--- src/hw/rtl/lom_ram.sv ---
// Generic single-write, single-read RAM with registered read data.
// No dependencies.
`default_nettype none

module lom_ram #(
  parameter int WIDTH = 8,
  parameter int DEPTH = 16
) (
  input  wire logic                     clk,
  input  wire logic                     wr_en,
  input  wire logic [$clog2(DEPTH)-1:0] wr_addr,
  input  wire logic [WIDTH-1:0]         wr_data,
  input  wire logic                     rd_en,
  input  wire logic [$clog2(DEPTH)-1:0] rd_addr,
  output logic      [WIDTH-1:0]         rd_data
);

  logic [WIDTH-1:0] mem_r [DEPTH];

  always_ff @(posedge clk) begin
    if (wr_en) begin
      mem_r[wr_addr] <= wr_data;
    end
    if (rd_en) begin
      rd_data <= mem_r[rd_addr];
    end
  end

endmodule

`default_nettype wire

--- config.mk ---
export PLATFORM = sky130hd
export DESIGN_NAME = lom_ram
export DESIGN_NICKNAME = d
export VERILOG_FILES = /design/src/hw/rtl/lom_ram.sv
export SDC_FILE = /design/constraint.sdc
export NUM_CORES = 1
export LEC_CHECK = 0
export ABC_AREA = 1
export BUFFER_PORTS_ARGS = -buffer_cell sky130_fd_sc_hd__buf_4
export CAP_MARGIN = 20
export CORE_MARGIN = 2
export CORE_UTILIZATION = 25
export CTS_CLUSTER_SIZE = 20
export DETAILED_ROUTE_END_ITERATION = 8
export PLACE_DENSITY = 0.46
export SKIP_CTS_REPAIR_TIMING = 1
export SYNTH_ARGS = -nofsm -noshare
export SYNTH_HDL_FRONTEND = slang
export SYNTH_SLANG_ARGS = --single-unit
--- constraint.sdc ---
create_clock -name clk -period 2.3 [get_ports clk]
set_input_delay 0 -clock clk [delete_from_list [all_inputs] [get_ports clk]]
set_output_delay 0 -clock clk [all_outputs]
set_load 0.01 [all_outputs]
# Word-level counts from Yosys, hierarchy flattened
# Memory sizes are Yosys's and may differ from the RTL's. A register that Yosys moved wholly into a read port is not among the register bits.
# Index checks and enable logic that the tools add are counted.
dict set report op_classes {
  add_sub_neg 0
  n_mul 0
  div_mod_pow 0
  order_cmp 0
  eq_ne 0
  shifts 0
  muxes 2
  bitwise_logic 0
  n_reduce_logical 0
}
# operator count
set op_table {}
lappend op_table {{1-bit two-way mux} 2}
dict set report totals {
  register_bits 0
  latch_bits 0
  ramBits 128
  romBits 0
  input_bits 19
  output_inout_bits 8
  word_cells 3
  mem_count 1
}
# memory words word_bits read_ports rd_ports_with_merged_regs write_ports line
set mem_list {}
lappend mem_list {mem_r 16 8 1 1 1 18} ;# logic [WIDTH-1:0] mem_r [DEPTH];

# Depth between registers and ports, before layout
dict set report logic_depth {
  word_depth 2
  ltp_mapped 8
  depth_no_buf 7
}

# Worst setup path after synthesis
# OpenSTA, ideal clock, no wires.
dict set report synth_timing {
  kind {in2reg}
  startpoint {input wr_addr[2]}
  endpoint {memory mem_r[10][0], enable pin}
  setup_time_ns 0.370
  t_arrival_ns 0.581
  t_required_ns 1.930
  path_slack_ns 1.349
  cell_stages 2
  n_path_buf 0
  cell_sequence {nand3b_1 nor2_1}
}
# item line
set synth_lines {}
lappend synth_lines {{from (decl)} 11} ;# input wire logic [$clog2(DEPTH)-1:0] wr_addr,
lappend synth_lines {{to (decl)} 18}
# No word-level cell before the write port.

==> qor_table.md <==
| Group | Result | Value |
|:---|:---|:---|
| final layout | Area taken by multi-input logic gates | 0.001214 mm2 |
| min path | Classification of the worst-slack hold path | in -> reg |
| final layout | Final antenna diode count | 0 |
| synth | Top-count cell post-synth | nand2_1 |
| setup path | Critical R2R Launch | mem_r[5][0] |
| synth | Syn Inst Count | 551 |
| synth | Cell types with the largest area share after synthesis | edfxtp_1, nand2_1, nand3_1 |
| setup path | Count of buffering cells on the critical path with inverters included | 3 |
| final layout | Post-route design area | 0.006980 mm2 |
| setup path | Peak fanout along the critical path | 43 |
| sta | Transition time at the pin with the least slew margin | 0.9528 ns |
| floorplanning | Starting Density | 0.2567 |
| job | Max_cap viols | 0 |
| power and ir drop | Power Density | 815.9 mW/mm2 |
| synth | Count of yosys warnings during synthesis | 0 |
| setup path | Arrival time reported for the critical path endpoint | 1.45 ns |
| setup path | Critical path capture point type | register |
| synth | Leading post-synthesis cells by instance count | nand2_1, edfxtp_1, inv_1 |
| cts | Maximum clock insertion buffer count | 2 |
| min path | Hold Crit Start | rd_addr[3] |
| synth | Number of enable-type register cells in the synthesized netlist | 136 |
| setup path | Crit-path cells | buf_4, inv_2, buf_12, nand2_1, nand3_1, nand3_1, nand3_1, nand2_1 |
| cts | Clock network latency to the later pin of the worst-skew pair | 0.41 ns |
| final layout | Final net count | 609 |
| sta | Setup Skew | 0.004984 ns |
| synth | Post-synth net total | 570 |
| setup path | Cell count of the worst reg-to-reg path | 6 |
| synth | Most frequently used flop master after synthesis | edfxtp_1 |
| synth | Share of synthesized registers carrying an async set or reset | 0 |
| sta | Number of endpoints failing setup at the final stage | 0 |
| cts | Clk sink count | 136 |
| setup path | Critical-path cell with the highest stage delay | inv_2 |
| detailed routing | Routed via count | 3857 |
| global routing | Grt ovf | 0 |
| detailed routing | First-pass iteration count of the detailed router | 5 |
| final layout | Fraction of layout instances using a drive strength above 1 | 0.1030 |
| synth | Mean area per synthesized cell | 10.61 um2 |
| detailed routing | Remaining antenna violation count | 0 |
| synth | Sequential-to-total area share from yosys stat | 0.6985 |
| setup path | CP Data Required Time | 2.46 ns |
| synth | Post-synth top area share | 0.6985 |
| placement | Instance area after placement | 0.006347 mm2 |
| cts | Max H-tree Level | 4 |
| final layout | Register area | 0.004084 mm2 |
| global routing | Pin count of the biggest net entering global routing | 44 |
| synth | Netlist area before placement | 0.005847 mm2 |
| synth | Cell taking the most area after synthesis | edfxtp_1 |
| floorplanning | Cell Rows | 55 |
| global routing | Vias in the first global route | 3744 |
| floorplanning | Std-Cell Core Area | 0.02278 mm2 |
| setup path | Worst R2R Setup Slack | 1.10 ns |
| detailed routing | Total wirelength of the detailed-routed design | 14760 um |
| floorplanning | Die Y | 156.9 um |
| global routing | Global-route usage over all layers | 0.1271 |
| global routing | Initial antenna violation count | 0 |
| cts | CTS tree | yes |
| setup path | Reg-to-Reg End | rd_data[0] |
| sta | Share of the clock period used by the worst path after layout | 0.5605 |
| detailed routing | Average routed wire per standard cell | 16.13 um |
| detailed routing | Total DRC errors in the routed layout | 0 |
| floorplanning | Total die area | 0.02463 mm2 |
| setup path | CP delay by family, top | buffers and inverters |
| synth | Count of distinct cell types in the synthesized netlist | 11 |
| floorplanning | Die extent in x | 156.9 um |
| cts | Master cell of the clock root buffer | clkbuf_16 |
| cts | Clock transition time at the flip-flop clock pins of the worst setup and hold paths | 0.06 ns |
| sta | Achievable clock frequency | 0.7757 GHz |
| power and ir drop | Leakage power | 2.904 nW |
| cts | TritonCTS buffer count | 17 |
| detailed routing | Count of routing violations after the opening detailed-route iteration | 360 |
| setup path | Kind of start point of the critical path | input port |
| min path | Hold EP | rd_data[7] |
| setup path | Path type of the worst setup path | in -> reg |
| sta | Final-report max-slew violation count | 0 |
| synth | Total of flip-flops plus latches after synthesis | 136 |
| detailed routing | Drt via density | 4.215 |
| setup path | Largest stage delay on the critical path | 0.37 ns |
| placement | HPWL after detailed placement | 9331 um |
| global routing | First-pass GRT wire length | 22440 um |
| sta | Setup repair after global routing missed its margin | no |
| sta | Fin Setup TNS | 0 ns |
| sta | Max-slew headroom at the worst pin | 0.3625 |
| min path | Worst Hold Depth | 3 |
| final layout | Area growth from synthesis to layout | 19.39% |
| power and ir drop | Max IR drop VDD | 0.0004492 V |
| sta | Final critical path time including I/O delays and setup | 1.289 ns |
| setup path | Cell with the most instances on the worst path | nand3_1 |
| placement | Count of port buffers added during placement | 26 |
| sta | Final hold violation count | 0 |
| placement | Final GP Congestion | 0.8010 |
| status | Result of the run | finished clean |
| floorplanning | IO Count | 27 |
| final layout | Filler cell count in the final layout | 2331 |
logic make-up after synthesis:
family | share of synthesized area
DFF | 0.6985
buffers and inverters | 0.09394
and+or+nand+nor | 0.2076
final cells by class:
type,count,share of cell area
tap,313,0.05610
timing repair buffer,44,0.05234
inverter,102,0.05485
clock buffer,19,0.06202
sequential,136,0.5851
multi-input combinational,289,0.1739
clock inverter,12,0.01577
worst max-delay path by stage:
stage	depth (start not counted)	endpoint	slack, ns	start
2_1_floorplan	2	mem_r[10][0]	1.35	wr_addr[2]
3_3_place_gp	8	rd_data[3]	0.60	rd_addr[0]
3_5_place_dp	8	rd_data[3]	0.57	rd_addr[0]
4_1_cts	8	rd_data[3]	1.00	rd_addr[0]
5_1_grt	9	rd_data[3]	0.92	rd_addr[0]
6_report	8	rd_data[0]	1.01	rd_addr[0]
worst reg2reg max path: cells and delay by family (launching register included):
kind / cells / cell delay, ns
buffers and inverters: 1 / 0.06
DFF: 1 / 0.37
and+or+nand+nor: 5 / 0.53
through the flow:
stage	hold WS [ns]	power [mW]	cells	setup slack, ns	util
after global placement	0.3242	3.219	875	0.6016	0.2787
after global routing	0.01723	5.908	915	0.9197	0.3065
after floorplan	0.09887	3.058	551	1.349	-
after CTS	-0.1115	5.736	906	1.003	0.3025
after detailed placement	0.3211	3.223	875	0.5686	0.2787
final	0.007296	5.695	915	1.011	0.3065
power by group:
| part | internal, mW | switching (mW) |
|---|---|---|
| Sequential | 2.79 | 0.0180 |
| Clock | 1.56 | 0.955 |
| Combinational | 0.115 | 0.251 |
| Total | 4.47 | 1.22 |
flip-flops by register name (all words and copies together) (netlist names):
name,flops
mem_r,128
rd_data,8
metal layers:
layer / vias to the layer above / GRT usage / wire [um]
met2: 123 / 0.2024 / 6881
met1: 1867 / 0.1694 / 6837
met5: - / 0 / 0
met3: 12 / 0.03304 / 858
li1: 1855 / - / -
met4: 0 / 0.04063 / 186
cell usage in the layout, fill, tap and decap left out:
cell type,synthesis,layout
nor2_1,17,17
buf_4,4,34
bufinv_16,0,2
nand2_1,173,173
clkbuf_1,0,2
clkbuf_16,0,17
inv_1,100,100
buf_12,0,1
clkinv_2,0,4
inv_2,2,2
nand3_1,97,97
clkinv_1,0,4
edfxtp_1,136,136
nand3b_1,2,2
dlygate4sd3_1,0,9
clkinvlp_4,0,2
No activity file was read; power rests on OpenSTA's default activity.
