==> src/hw/rtl/lom_pkg.sv <==
// Package for the limit order matcher: word types, book entry layout,
// status and kind codes, sequencer states and default sizes. No dependencies.
`default_nettype none

package lom_pkg;

  localparam int NUM_SYMBOLS_DEF = 4;
  localparam int BOOK_DEPTH_DEF  = 16;

  localparam int PRICE_W = 24;
  localparam int QTY_W   = 16;
  localparam int TRADER_W = 8;
  localparam int ARR_W   = 32;

  // result kinds
  localparam logic KIND_TRADE  = 1'b0;
  localparam logic KIND_STATUS = 1'b1;

  // final order status codes
  localparam logic [1:0] STAT_REST    = 2'd0;
  localparam logic [1:0] STAT_PARTIAL = 2'd1;
  localparam logic [1:0] STAT_FILLED  = 2'd2;
  localparam logic [1:0] STAT_DROPPED = 2'd3;

  typedef struct packed {
    logic [1:0]          symbol_index;
    logic                side;
    logic [PRICE_W-1:0]  limit_price;
    logic [QTY_W-1:0]    order_qty;
    logic [TRADER_W-1:0] trader_id;
  } lom_in_t;

  typedef struct packed {
    logic                kind;
    logic [QTY_W-1:0]    trade_qty;
    logic [PRICE_W-1:0]  trade_price;
    logic [TRADER_W-1:0] buyer_id;
    logic [TRADER_W-1:0] seller_id;
    logic [1:0]          order_status;
    logic [QTY_W-1:0]    remaining_qty;
    logic                last;
  } lom_out_t;

  typedef struct packed {
    logic                valid;
    logic [PRICE_W-1:0]  price;
    logic [QTY_W-1:0]    remaining;
    logic [TRADER_W-1:0] trader;
    logic [ARR_W-1:0]    arrival;
  } lom_entry_t;

  // control from the sequencer to the best-entry compare unit
  typedef struct packed {
    logic clr;
    logic eval;
  } lom_cmp_ctl_t;

  typedef enum logic [2:0] {
    S_CLEAR,
    S_IDLE,
    S_MSCAN,
    S_MTRADE,
    S_FSCAN,
    S_INSERT,
    S_STAT
  } lom_state_t;

  // symbol index reduced modulo ns by repeated subtraction (value below 4)
  function automatic logic [1:0] sym_mod(input logic [1:0] v, input int ns);
    logic [1:0] r;
    r = v;
    for (int i = 0; i < 3; i++) begin
      if (int'(r) >= ns) begin
        r = r - 2'(ns);
      end
    end
    return r;
  endfunction

endpackage

`default_nettype wire

==> src/hw/rtl/lom_cmp.sv <==
// Best-entry compare unit: takes one book entry per cycle and keeps the
// best eligible one by price, then age. Depends on lom_pkg.
`default_nettype none

module lom_cmp #(
  parameter int BOOK_DEPTH = lom_pkg::BOOK_DEPTH_DEF
) (
  input  wire logic                     clk,
  input  wire logic                     rst_n,
  input  wire lom_pkg::lom_cmp_ctl_t    ctl,
  input  wire logic                     side,
  input  wire logic [23:0]              limit,
  input  wire logic [31:0]              now,
  input  wire lom_pkg::lom_entry_t      entry,
  input  wire logic [((BOOK_DEPTH > 1) ? $clog2(BOOK_DEPTH) : 1)-1:0] slot,
  output logic                          found,
  output logic [((BOOK_DEPTH > 1) ? $clog2(BOOK_DEPTH) : 1)-1:0] best_slot,
  output lom_pkg::lom_entry_t           best_entry
);
  import lom_pkg::*;

  localparam int SW = (BOOK_DEPTH > 1) ? $clog2(BOOK_DEPTH) : 1;

  logic              found_r;
  logic [SW-1:0]     best_slot_r;
  lom_entry_t        best_entry_r;
  logic [ARR_W-1:0]  best_age_r;
  logic [ARR_W-1:0]  age;
  logic              eligible;
  logic              better;

  always_comb begin
    age      = now - entry.arrival;
    eligible = entry.valid &&
               (side ? (entry.price >= limit) : (entry.price <= limit));
    if (!found_r) begin
      better = 1'b1;
    end else if (entry.price != best_entry_r.price) begin
      better = side ? (entry.price > best_entry_r.price)
                    : (entry.price < best_entry_r.price);
    end else begin
      better = age > best_age_r;
    end
  end

  always_ff @(posedge clk) begin
    if (!rst_n) begin
      found_r <= 1'b0;
    end else if (ctl.clr) begin
      found_r <= 1'b0;
    end else if (ctl.eval && eligible && better) begin
      found_r <= 1'b1;
    end
  end

  always_ff @(posedge clk) begin
    if (ctl.eval && eligible && better) begin
      best_slot_r  <= slot;
      best_entry_r <= entry;
      best_age_r   <= age;
    end
  end

  assign found      = found_r;
  assign best_slot  = best_slot_r;
  assign best_entry = best_entry_r;

endmodule

`default_nettype wire

==> config.mk <==
export PLATFORM = sky130hd
export DESIGN_NAME = lom_cmp
export DESIGN_NICKNAME = d
export VERILOG_FILES = /design/src/hw/rtl/lom_pkg.sv /design/src/hw/rtl/lom_cmp.sv
export SDC_FILE = /design/constraint.sdc
export NUM_CORES = 1
export LEC_CHECK = 0
export BUFFER_PORTS_ARGS = -buffer_cell sky130_fd_sc_hd__buf_2
export CAP_MARGIN = 20
export CORE_UTILIZATION = 40
export DETAILED_ROUTE_END_ITERATION = 10
export PLACE_DENSITY = 0.63
export SLEW_MARGIN = 15
export SYNTH_ARGS = -nofsm -noshare
export SYNTH_HDL_FRONTEND = slang
export SYNTH_SLANG_ARGS = --single-unit
export TNS_END_PERCENT = 10
==> constraint.sdc <==
create_clock -name clk -period 17.4 [get_ports clk]
set_clock_uncertainty 0.1 [all_clocks]
set_input_delay 3.48 -clock clk [delete_from_list [all_inputs] [get_ports clk]]
set_output_delay 3.48 -clock clk [all_outputs]
set_load 0.01 [all_outputs]
## After elaboration in Yosys (flattened, before gate mapping)

Cells that the tools add are included.

- Multipliers: 0
- Divide/modulo/power cells: 0
- Mux-type cells: 4
- Equality and inequality tests: 1
- Shift operators: 0
- Bitwise logic cells: 1
- Add/subtract/negate cells: 1
- Order comparisons: 5
- Reductions and logical operators: 4

Operators by type and width:

| operator | number |
|---|---|
| greater-than comparator 32 bit | 1 |
| subtractor 32 bit | 1 |
| greater-or-equal comparator 24 bit | 1 |
| greater-than comparator 24 bit | 1 |
| less-or-equal comparator 24 bit | 1 |
| less-than comparator 24 bit | 1 |
| != test 24 bit | 1 |
| two-way mux 1 bit | 4 |
| logical AND 1 bit | 3 |
| OR reduction 2 bit | 1 |
| NOT 1 bit | 1 |

- ROM bits: 0
- Latch bits: 0
- Memories: 0
- Bits of input ports: 146
- Word-level logic and storage cells: 24
- Output and inout port bits: 86
- RAM bits: 0
- Flip-flop bits (word level): 118

## Logic depth before layout (Yosys ltp)

Gate-level depths: netlist (run 1).

- Depth in word-level cells: 5
- Depth in mapped cells: 20
- Gate-level depth less buffers: 20

## Worst setup path before layout (run 1)

Ideal clock, no wire load.

- Path type: in2reg
- Start point: input port now[0]
- End point: register best_age_r[0] (enable)
- Data required time: 16.520 ns
- Slack: 1.141 ns
- Stages: 18
- Setup time: 0.780 ns
- Path buffers: 0
- Data arrival time: 15.379 ns
- Cell sequence: inv_1 -> ha_1 -> inv_1 -> fa_1 -> a211oi_2 -> o21ai_1 -> o21a_1 -> o2111ai_2 -> a21oi_2 -> o31ai_4 -> nor4bb_1 -> a311o_1 -> ha_1 -> nand4_1 -> nor4_1 -> o41ai_1 -> a32o_1 -> a221oi_1

- Longest elaborated chain between the ends: 5

Ends and longest elaborated chain:

| item | RTL line | source |
|---|---|---|
| from (decl) | lom_cmp.sv:13 | `input wire logic [31:0] now,` |
| subtractor 32 bit | lom_cmp.sv:33 | `age = now - entry.arrival;` |
| via age[28] | lom_cmp.sv:28 | `logic [ARR_W-1:0] age;` |
| greater-than comparator 32 bit | lom_cmp.sv:42 | `better = age > best_age_r;` |
| two-way mux 1 bit | lom_cmp.sv:38 | `end else if (entry.price != best_entry_r.price) begin` |
| two-way mux 1 bit | lom_cmp.sv:36 | `if (!found_r) begin` |
| logical AND 1 bit | lom_cmp.sv:57 | `if (ctl.eval && eligible && better) begin` |
| to (signal assigned) | lom_cmp.sv:60 | `best_age_r <= age;` |
| to (decl) | lom_cmp.sv:27 | `logic [ARR_W-1:0] best_age_r;` |

The timed path passes the listed nets, and every way through them passes these cells.
A chain may end at the register's enable or synchronous reset.

## Worst setup path after layout (run 1)

- Start point: input port now[0]
- End point: register best_entry_r (netlist bit best_entry[67]) (enable)

- Longest elaborated chain between the ends: 5

Ends and longest elaborated chain:

| item | RTL line | source |
|---|---|---|
| subtractor 32 bit | lom_cmp.sv:33 |  |
| via age[28] | lom_cmp.sv:28 |  |
| greater-than comparator 32 bit | lom_cmp.sv:42 |  |
| two-way mux 1 bit | lom_cmp.sv:38 |  |
| two-way mux 1 bit | lom_cmp.sv:36 |  |
| logical AND 1 bit | lom_cmp.sv:57 |  |
| to (signal assigned) | lom_cmp.sv:59 | `best_entry_r <= entry;` |
| to (decl) | lom_cmp.sv:26 | `lom_entry_t best_entry_r;` |

The timed path passes the listed nets, and every way through them passes these cells.

==> impl_metrics.yaml, run 1 <==
run_status:
  status: "finished, final reports clean"
cells_and_area:
  n_antenna_cell: 0
  final_common_cell: "buf_2"
  fin_area_um2: 9430
  layout.cells.most_common_list: "231 x buf_2, 119 x inv_1, 117 x edfxtp_1, 111 x ha_1, 41 x a21oi_1"
  final_nets: 1159
  drive_gt1_share_pct: 31.1
  syn2layout_area_growth_pct: 28.0
route:
  route.detailed.drc: 0
  drtAntennaViolNets: 0
  wirelength_um: 16300
  routedWlPerCell_um: 14.2
  firstDrtPassIters: 4
  vias_per_cell: 4.93
  drtIter0Drc: 241
  num_vias: 5630
pwr:
  p_int_uw: 642
  p_seq_share_pct: 38.3
  p_sw_share_pct: 27.5
  p_switching_uw: 243
  p_comb_share_pct: 20.1
  power.clock.fraction_pct: 41.6
  leakagePower_nw: 4.58
  max-vdd-ir-drop_v: 0.0000662
  power_density_nw_per_um2: 93.9
  power_uw: 885
place:
  gp_congestion: 0.800
  placed_area_um2: 8810
  dp_hpwl_um: 12800
  place.port_buffers: 231
  pre_cts_ws_ps: 8450
critical_path:
  worst_ep_required_time_ps: 17340
  path_max_fanout: 70
  arrival_ps: 8460
  setup.worst_path.class: "primary input to flip-flop"
  critPathTopFamily: "compound AO/OA/AOI/OAI gates"
  cp_cell_sequence: "buf_2 > inv_1 > ha_1 > inv_1 > fa_1 > a211oi_2 > o21ai_1 > o21a_1 > o2111ai_2 > a21oi_2 > o31ai_4 > nor4bb_1 > a311o_1 > ha_1 > nand4_1 > nor4_1 > o41ai_1 > a32o_1 > a221oi_4 > buf_4"
  critPathBufInv: 4
  slowest_stage: "buf_4"
  worst_setup_path_end_kind: "flip-flop"
  slowest_delay_ps: 740
  start_kind: "primary input"
floorplan:
  ios: 232
  dieArea_um2: 19000
  rows: 49
  die_h_um: 138
  start_util_pct: 40.9
  die_x_um: 138
  core_um2: 18000
synthesis:
  synth_edf_count: 117
  ys_seq_elements: 118
  ys_warn_count: 0
  netlist_area_um2: 7360
  synth_flop_cell: "edfxtp_1"
  synth.avg_cell_area_um2: 11.3
  yosysUniqueCellTypes: 63
  syn_nets: 911
  ys_seq_area_share_pct: 48.0
  syn_inst: 653
  async_flop_share_pct: 0
grt:
  grt_usage_pct: 17.4
  grt_antenna_before_repair: 0
  grt_pass1_wl_um: 25200
  overflow: 0
  grt_pass1_vias: 5337
  grt_max_degree: 71
clock_network:
  clock_latency_ps: 420
  htreeDepth: 4
  cts_buffers: 17
  cts_root_buf: "clkbuf_16"
  cts.sinks: 118
  clockBufferDepth: 2
  cts_tree: "done"
  post_cts_buffers: 0
  cts_hold_buffers: 0
  clk_pin_slew_ps: 60
  cts_resized: 0
sta:
  drv_slew: 0
  min_period_ps: 8530
  fin_tns_setup_ps: 0
  timing.hold.ws_ps: 474
  finalWorstSetupSlack_ps: 8870
  final-setup-viol-count: 0
  slew_headroom_pct: 39.6
  post-route-period-util_pct: 49.0
  tightestPinTransition_ps: 906
  rsz0062_at_grt: "false"
  finalHoldViolCount: 0
  max_freq_mhz: 117
run:
  drv_cap: 0
hold_path:
  hold_path.class: "flip-flop to flip-flop"
==> routing by layer <==
metal / share of wire, % / global-route usage, % / vias to the layer above
li1: - / - / 2886
met5: 0 / 0 / -
met2: 47 / 29.1 / 187
met1: 46 / 22.1 / 2546
met4: 0.84 / 4.89 / 0
met3: 6.5 / 4.42 / 11
==> layout make-up <==
class	instances	area, um2
well taps	229	287
fillers	1697	8590
multi-input cells	412	3380
repair buffers	233	1170
flip-flops and latches	118	3530
clock inverters	15	191
clock buffers	17	425
inverters	119	447
==> flip-flops by register name, summed over array words and instances (netlist names) <==
name        cells
best_entry     81
best_age_r     32
best_slot       4
found           1
==> cells in the mapped netlist (2+ instances only) <==
library cell / number / share of area, %
inv_1: 119 / 6.1
edfxtp_1: 117 / 48
ha_1: 111 / 19
a21oi_1: 41 / 2.8
a21o_1: 37 / 3.8
nor2_1: 27 / 1.4
nand2_1: 22 / 1.1
nand4_1: 22 / 1.9
xnor2_1: 21 / 2.5
o21ai_0: 18 / 1.2
nor2b_1: 8 / 0.68
o21a_1: 8 / 0.82
nand2b_1: 7 / 0.59
nor4_1: 6 / 0.51
xor2_1: 6 / 0.71
nand3_1: 5 / 0.34
nor3_1: 5 / 0.34
a211oi_1: 4 / 0.41
and3_1: 4 / 0.34
o211ai_1: 4 / 0.41
a41oi_1: 3 / 0.36
o21ai_1: 3 / 0.20
o21bai_1: 3 / 0.31
o31ai_1: 3 / 0.31
a21boi_0: 2 / 0.20
a21oi_2: 2 / 0.24
a221oi_1: 2 / 0.24
a31oi_1: 2 / 0.17
and2_2: 2 / 0.20
buf_2: 2 / 0.14
mux2i_1: 2 / 0.27
nand4b_1: 2 / 0.24
nor4b_1: 2 / 0.24
or2_2: 2 / 0.17
==> metrics by stage <==
stage	util [%]	cells
after global routing	52.3	1143
after global placement	48.9	1111
after detailed placement	48.9	1111
final	52.3	1143
after floorplan	-	653
after CTS	52.3	1143
==> cells by family (layout without fill, tap and decap cells) <==
group,count (synthesis),in the layout,share of synthesized area (%)
adders and majority gates,112,112,19.1
xor gates and xnor gates,27,27,3.21
muxes,2,2,0.272
DFF,118,118,48.0
buffers and inverters,123,384,6.42
and+or+nand+nor,122,122,8.89
AOI/OAI and AO/OA,149,149,14.1
==> power by group through the flow <==
stage | registers [mW] | clock network [mW] | logic [mW]
after global routing | 0.340 | 0.388 | 0.204
after global placement | 0.345 | 0 | 0.177
after CTS | 0.339 | 0.378 | 0.180
after floorplan | 0.355 | 0 | 0.115
final | 0.339 | 0.368 | 0.178
after detailed placement | 0.345 | 0 | 0.179
==> worst reg2reg max path: stages (launching register included) <==
cell and delay, ps:
edfxtp_1 360, inv_1 50, ha_1 290, nand4_1 150, nor4_1 380, nor3b_1 590, nand2_1 100, a32o_1 260
a221oi_4 270, buf_4 740
==> final timing paths <==
path / start / endpoint / slack [ps] / depth (start not counted)
worst min-delay path: found$_SDFFE_PP0P_ / found$_SDFFE_PP0P_ / 470 / 2
worst min register to register: found$_SDFFE_PP0P_ / found$_SDFFE_PP0P_ / 470 / 2
worst max-delay path: now[0] / best_entry[67]$_DFFE_PP_ / 8870 / 20
worst max register to register: best_entry[77]$_DFFE_PP_ / best_entry[67]$_DFFE_PP_ / 13670 / 9
Note: power is estimated with default switching activity, not from simulation.
==> run 2: changes to the inputs <==
clock period = 8.3 ns   (was 17.4 ns; I/O delays follow)
==> run 2 against run 1 <==
  * Global-route usage shrank 0.77 points
  * Via count is 1.2% lower
  * Utilization down 0.19 points
  * Worst hold slack worse by 63 ps
  * Register-to-register slack worse by 9000 ps
  * Worst setup slack got worse by 7000 ps
==> impl_metrics.yaml, run 2 (synthesis results as in run 1) <==
cells_and_area:
  fillers: 1673
  n_antenna_cell: 0
  largest_reg_flops: 81
  final_common_cell: "buf_2"
  layout.cells.most_common_list: "231 x buf_2, 117 x inv_1, 117 x edfxtp_1, 110 x ha_1, 41 x a21oi_1"
  fin_cells: 1143
  final_nets: 1159
  drive_gt1_share_pct: 31.7
  fin_util_pct: 52.1
  fin_area_um2: 9400
  syn2layout_area_growth_pct: 27.6
floorplan:
  rows: 49
  die_h_um: 138
  core_um2: 18000
  ios: 232
  dieArea_um2: 19000
  die_x_um: 138
  start_util_pct: 40.9
route:
  routedWlPerCell_um: 13.7
  drtIter0Drc: 257
  wirelength_um: 15700
  vias_per_cell: 4.87
  drtAntennaViolNets: 0
  firstDrtPassIters: 6
  num_vias: 5564
  route.detailed.drc: 0
clock_network:
  cts.sinks: 118
  post_cts_buffers: 0
  cts_root_buf: "clkbuf_16"
  cts_tree: "done"
  htreeDepth: 4
  cts_buffers: 17
  clk_pin_slew_ps: 60
  cts_hold_buffers: 0
  clockBufferDepth: 2
  clock_latency_ps: 420
  cts_resized: 0
grt:
  grt_max_degree: 79
  grt_pass1_vias: 5277
  grt_usage_pct: 16.6
  grt_pass1_wl_um: 24300
  overflow: 0
  grt_antenna_before_repair: 0
sta:
  finalWorstSetupSlack_ps: 1860
  final-setup-viol-count: 0
  post-route-period-util_pct: 77.6
  finalHoldViolCount: 0
  min_period_ps: 6440
  timing.hold.ws_ps: 411
  tightestPinTransition_ps: 1020
  rsz0062_at_grt: "false"
  slew_headroom_pct: 32.0
  fin_tns_setup_ps: 0
  max_freq_mhz: 155
  drv_slew: 0
pwr:
  p_int_mw: 1.26
  power.clock.fraction_pct: 39.2
  p_sw_share_pct: 29.3
  leakagePower_nw: 4.56
  p_comb_share_pct: 21.0
  p_seq_share_pct: 39.8
  max-vdd-ir-drop_v: 0.000146
  power_density_nw_per_um2: 190
  p_switching_uw: 522
  power_mw: 1.78
run_status:
  status: "finished, final reports clean"
place:
  place.port_buffers: 231
  placed_area_um2: 8840
  pre_cts_ws_ps: 1410
  placed_cells: 1111
  dp_hpwl_um: 12500
  gp_congestion: 0.815
critical_path:
  worst_ep_required_time_ps: 8230
  setup.worst_path.class: "primary input to flip-flop"
  worst_setup_path_end_kind: "flip-flop"
  start_kind: "primary input"
  arrival_ps: 6370
  path_max_fanout: 78
hold_path:
  hold_path.class: "flip-flop to flip-flop"
run:
  drv_cap: 0
==> run 2: area by class of cell <==
cell class / instances / area (um2) / share of cell area, %
multi-input cells: 412 / 3400 / 36.2
inverters: 119 / 449 / 4.78
clock inverters: 15 / 131 / 1.40
flip-flops and latches: 118 / 3530 / 37.6
well taps: 229 / 287 / 3.05
clock buffers: 17 / 425 / 4.53
repair buffers: 233 / 1170 / 12.5
==> run 2: worst max-delay path, cell delays in order <==
cell       delay, ps
buf_2            110
inv_4             50
ha_4             130
inv_2             30
fa_2             360
a211oi_2         260
o21ai_1          150
o21a_1           230
o2111ai_2        250
a21oi_2          120
o31ai_4          280
nor4bb_1         100
a311o_1          320
ha_1             310
nand4_1          170
nor4_1           350
nor4b_1          100
a32o_2           270
a221oi_4         230
buf_4            790
==> run 2: power by group through the flow <==
stage / registers (mW) / logic, mW / clock network [mW]
after floorplan: 0.735 / 0.244 / 0
after global placement: 0.723 / 0.373 / 0
after detailed placement: 0.723 / 0.378 / 0
after CTS: 0.711 / 0.381 / 0.715
after global routing: 0.714 / 0.429 / 0.734
final: 0.710 / 0.374 / 0.699
==> run 2: path summary, 6_finish.rpt <==
kind | startpoint | end | slack (ps) | depth (start not counted)
max reg2reg | best_entry[77]$_DFFE_PP_ | best_entry[30]$_DFFE_PP_ | 4640 | 9
min | found$_SDFFE_PP0P_ | found$_SDFFE_PP0P_ | 410 | 2
min reg2reg | found$_SDFFE_PP0P_ | found$_SDFFE_PP0P_ | 410 | 2
max | now[0] | best_entry[30]$_DFFE_PP_ | 1860 | 20
==> run 2: per-layer routing <==
layer  part of all wire [%]  vias to the layer above  track usage [%]  routed length, um
li1                       -                     2882                -                  -
met1                     46                     2504             21.2               7280
met2                     46                      164             27.4               7280
met3                    5.8                       14             3.83                907
met4                    1.3                        0             6.16                203
met5                      0                        -                0                  0
==> run 3: changes to the inputs <==
PLACE_DENSITY = 0.66   (was 0.63)
clock period = 5.2 ns   (was 8.3 ns; I/O delays follow)
==> run 3 against run 2 <==
  * Routed wire length is 6.9% higher
  * Sequential cell count unchanged
  * Sequential power increased by 59%
  * Global-route usage rose by 0.97 points
  * Worst setup slack got worse by 1800 ps
  * Critical endpoint is now best_entry[55]$_DFFE_PP_
==> impl_metrics.yaml, run 3 (synthesis results as in run 1) <==
cells_and_area:
  final_common_cell: "buf_2"
  syn2layout_area_growth_pct: 35.5
  layout.cells.most_common_list: "230 x buf_2, 117 x inv_1, 117 x edfxtp_1, 110 x ha_1, 51 x buf_4"
  fin_cells: 1199
  fin_util_pct: 55.4
  largest_reg_flops: 81
  drive_gt1_share_pct: 36.0
  final_nets: 1215
  n_antenna_cell: 0
critical_path:
  critPathBufInv: 5
  path_max_fanout: 25
  timing.rr.start: "best_entry[78]$_DFFE_PP_"
  rr_worst_depth: 10
  slowest_delay_ps: 340
  crit_start: "now[0]"
  start_kind: "primary input"
  cp.depth: 23
  worst_setup_path_end_kind: "flip-flop"
  cp-endpoint: "best_entry[55]$_DFFE_PP_"
  arrival_ps: 5150
  critPathTopFamily: "compound AO/OA/AOI/OAI gates"
  slowest_stage: "fa_2"
  cp_cell_sequence: "buf_8 > inv_12 > ha_4 > inv_2 > fa_2 > a211oi_2 > o21ai_2 > o21a_1 > o2111ai_2 > a21oi_2 > o31ai_4 > nor4bb_1 > a311o_1 > ha_1 > nand4_1 > nor2_1 > nor2_1 > a21boi_1 > o21ai_1 > a32o_2 > a221oi_4 > buf_6 > buf_12"
  r2r_setup_slack_ps: 2020
  setup.worst_path.class: "primary input to flip-flop"
  worst_ep_required_time_ps: 5220
  crit_path_frequent_cell: "nor2_1"
  r2r_end: "best_entry[55]$_DFFE_PP_"
floorplan:
  start_util_pct: 40.9
  rows: 49
  core_um2: 18000
  die_h_um: 138
  ios: 232
  dieArea_um2: 19000
  die_x_um: 138
grt:
  grt_max_degree: 27
  grt_antenna_before_repair: 0
  use_met2_pct: 29.0
  grt_usage_pct: 17.6
  overflow: 0
  grt_pass1_vias: 5573
  globalRouteMet3Util_pct: 3.86
  use_met1_pct: 22.5
  grt_pass1_wl_um: 25700
  busiest_layer: "met2"
pwr:
  p_seq_share_pct: 37.9
  power_density_nw_per_um2: 300
  leakagePower_nw: 4.89
  power.clock.fraction_pct: 39.6
  power_mw: 2.99
  p_sw_share_pct: 27.9
  max-vdd-ir-drop_v: 0.000235
  p_int_mw: 2.16
  p_comb_share_pct: 22.5
  p_switching_uw: 835
sta:
  timing.hold.ws_ps: 416
  max_freq_mhz: 195
  drv_slew: 0
  post-route-period-util_pct: 98.7
  rsz0062_at_grt: "true"
  min_period_ps: 5130
  finalHoldViolCount: 0
  slew_headroom_pct: 57.0
  tightestPinTransition_ps: 640
  final-setup-viol-count: 0
route:
  vias_per_cell: 4.92
  wirelength_um: 16800
  firstDrtPassIters: 4
  routedWlPerCell_um: 14.0
  num_vias: 5897
  route.detailed.drc: 0
  drtIter0Drc: 252
  drtAntennaViolNets: 0
clock_network:
  cts_buffers: 17
  clk_pin_slew_ps: 60
  cts_root_buf: "clkbuf_16"
  clock_latency_ps: 420
  cts_tree: "done"
  cts_hold_buffers: 0
  htreeDepth: 4
  cts.sinks: 118
  clockBufferDepth: 2
place:
  placed_cells: 1163
  dp_hpwl_um: 13300
  gp_congestion: 0.801
  place.port_buffers: 231
run_status:
  status: "finished, final reports clean"
hold_path:
  hold_path.class: "flip-flop to flip-flop"
run:
  drv_cap: 0
[run 3: per-stage QoR]
step / instance area, um2 / setup WS (ps) / TNS [ps]
after global routing: 9980 / -201 / -18800
after CTS: 9880 / 28.3 / 0
after detailed placement: 9290 / -407 / -43050
after global placement: 9290 / -330 / -34380
after floorplan: 7420 / -2470 / -288830
final: 9980 / 67.5 / 0
[run 3: how the worst min path moves through the flow]
stage                             from            endpoint  slack [ps]  cells after the start
global placement    found$_SDFFE_PP0P_  found$_SDFFE_PP0P_         390                      2
finish              found$_SDFFE_PP0P_  found$_SDFFE_PP0P_         420                      2
global route        found$_SDFFE_PP0P_  found$_SDFFE_PP0P_         440                      2
detailed placement  found$_SDFFE_PP0P_  found$_SDFFE_PP0P_         390                      2
CTS                 found$_SDFFE_PP0P_  found$_SDFFE_PP0P_         410                      2
floorplan           found$_SDFFE_PP0P_  found$_SDFFE_PP0P_         400                      2
[run 3: power groups by stage]
stage | logic [mW] | clock network, mW | registers (mW)
floorplan | 0.390 | 0 | 1.17
global placement | 0.656 | 0 | 1.15
detailed placement | 0.665 | 0 | 1.15
CTS | 0.671 | 1.21 | 1.13
global route | 0.764 | 1.25 | 1.14
finish | 0.674 | 1.18 | 1.13
[run 3: layout make-up]
type	instances	area (um2)
Clock inverter	15	169
Tap cell	229	287
Multi-Input combinational cell	412	3410
Clock buffer	17	425
Inverter	119	459
Fill cell	1626	8050
Sequential cell	118	3530
Timing Repair Buffer	289	1690
[run 3: worst register-to-register path: stages, from the launching register on]
cell and delay (ps):
edfxtp_1 360, inv_1 50, ha_1 280, nand4_1 180, nor4_1 470, nor3b_1 430, nand2_1 90, a32o_2 250
a221oi_4 250, buf_6 210, buf_12 190
[run 3: layer usage]
metal | up-vias | part of all wire, %
li1 | 3006 | -
met3 | 20 | 5.4
met4 | 0 | 1.5
met1 | 2700 | 46
met2 | 171 | 47
met5 | - | 0
[run 3: what timing repair did]
| item | CTS | global route |
|---|---|---|
| setup endpoints to repair | 0 | 117 |
| setup buffers | 0 | 2 |
| resized for setup | 0 | 8 |
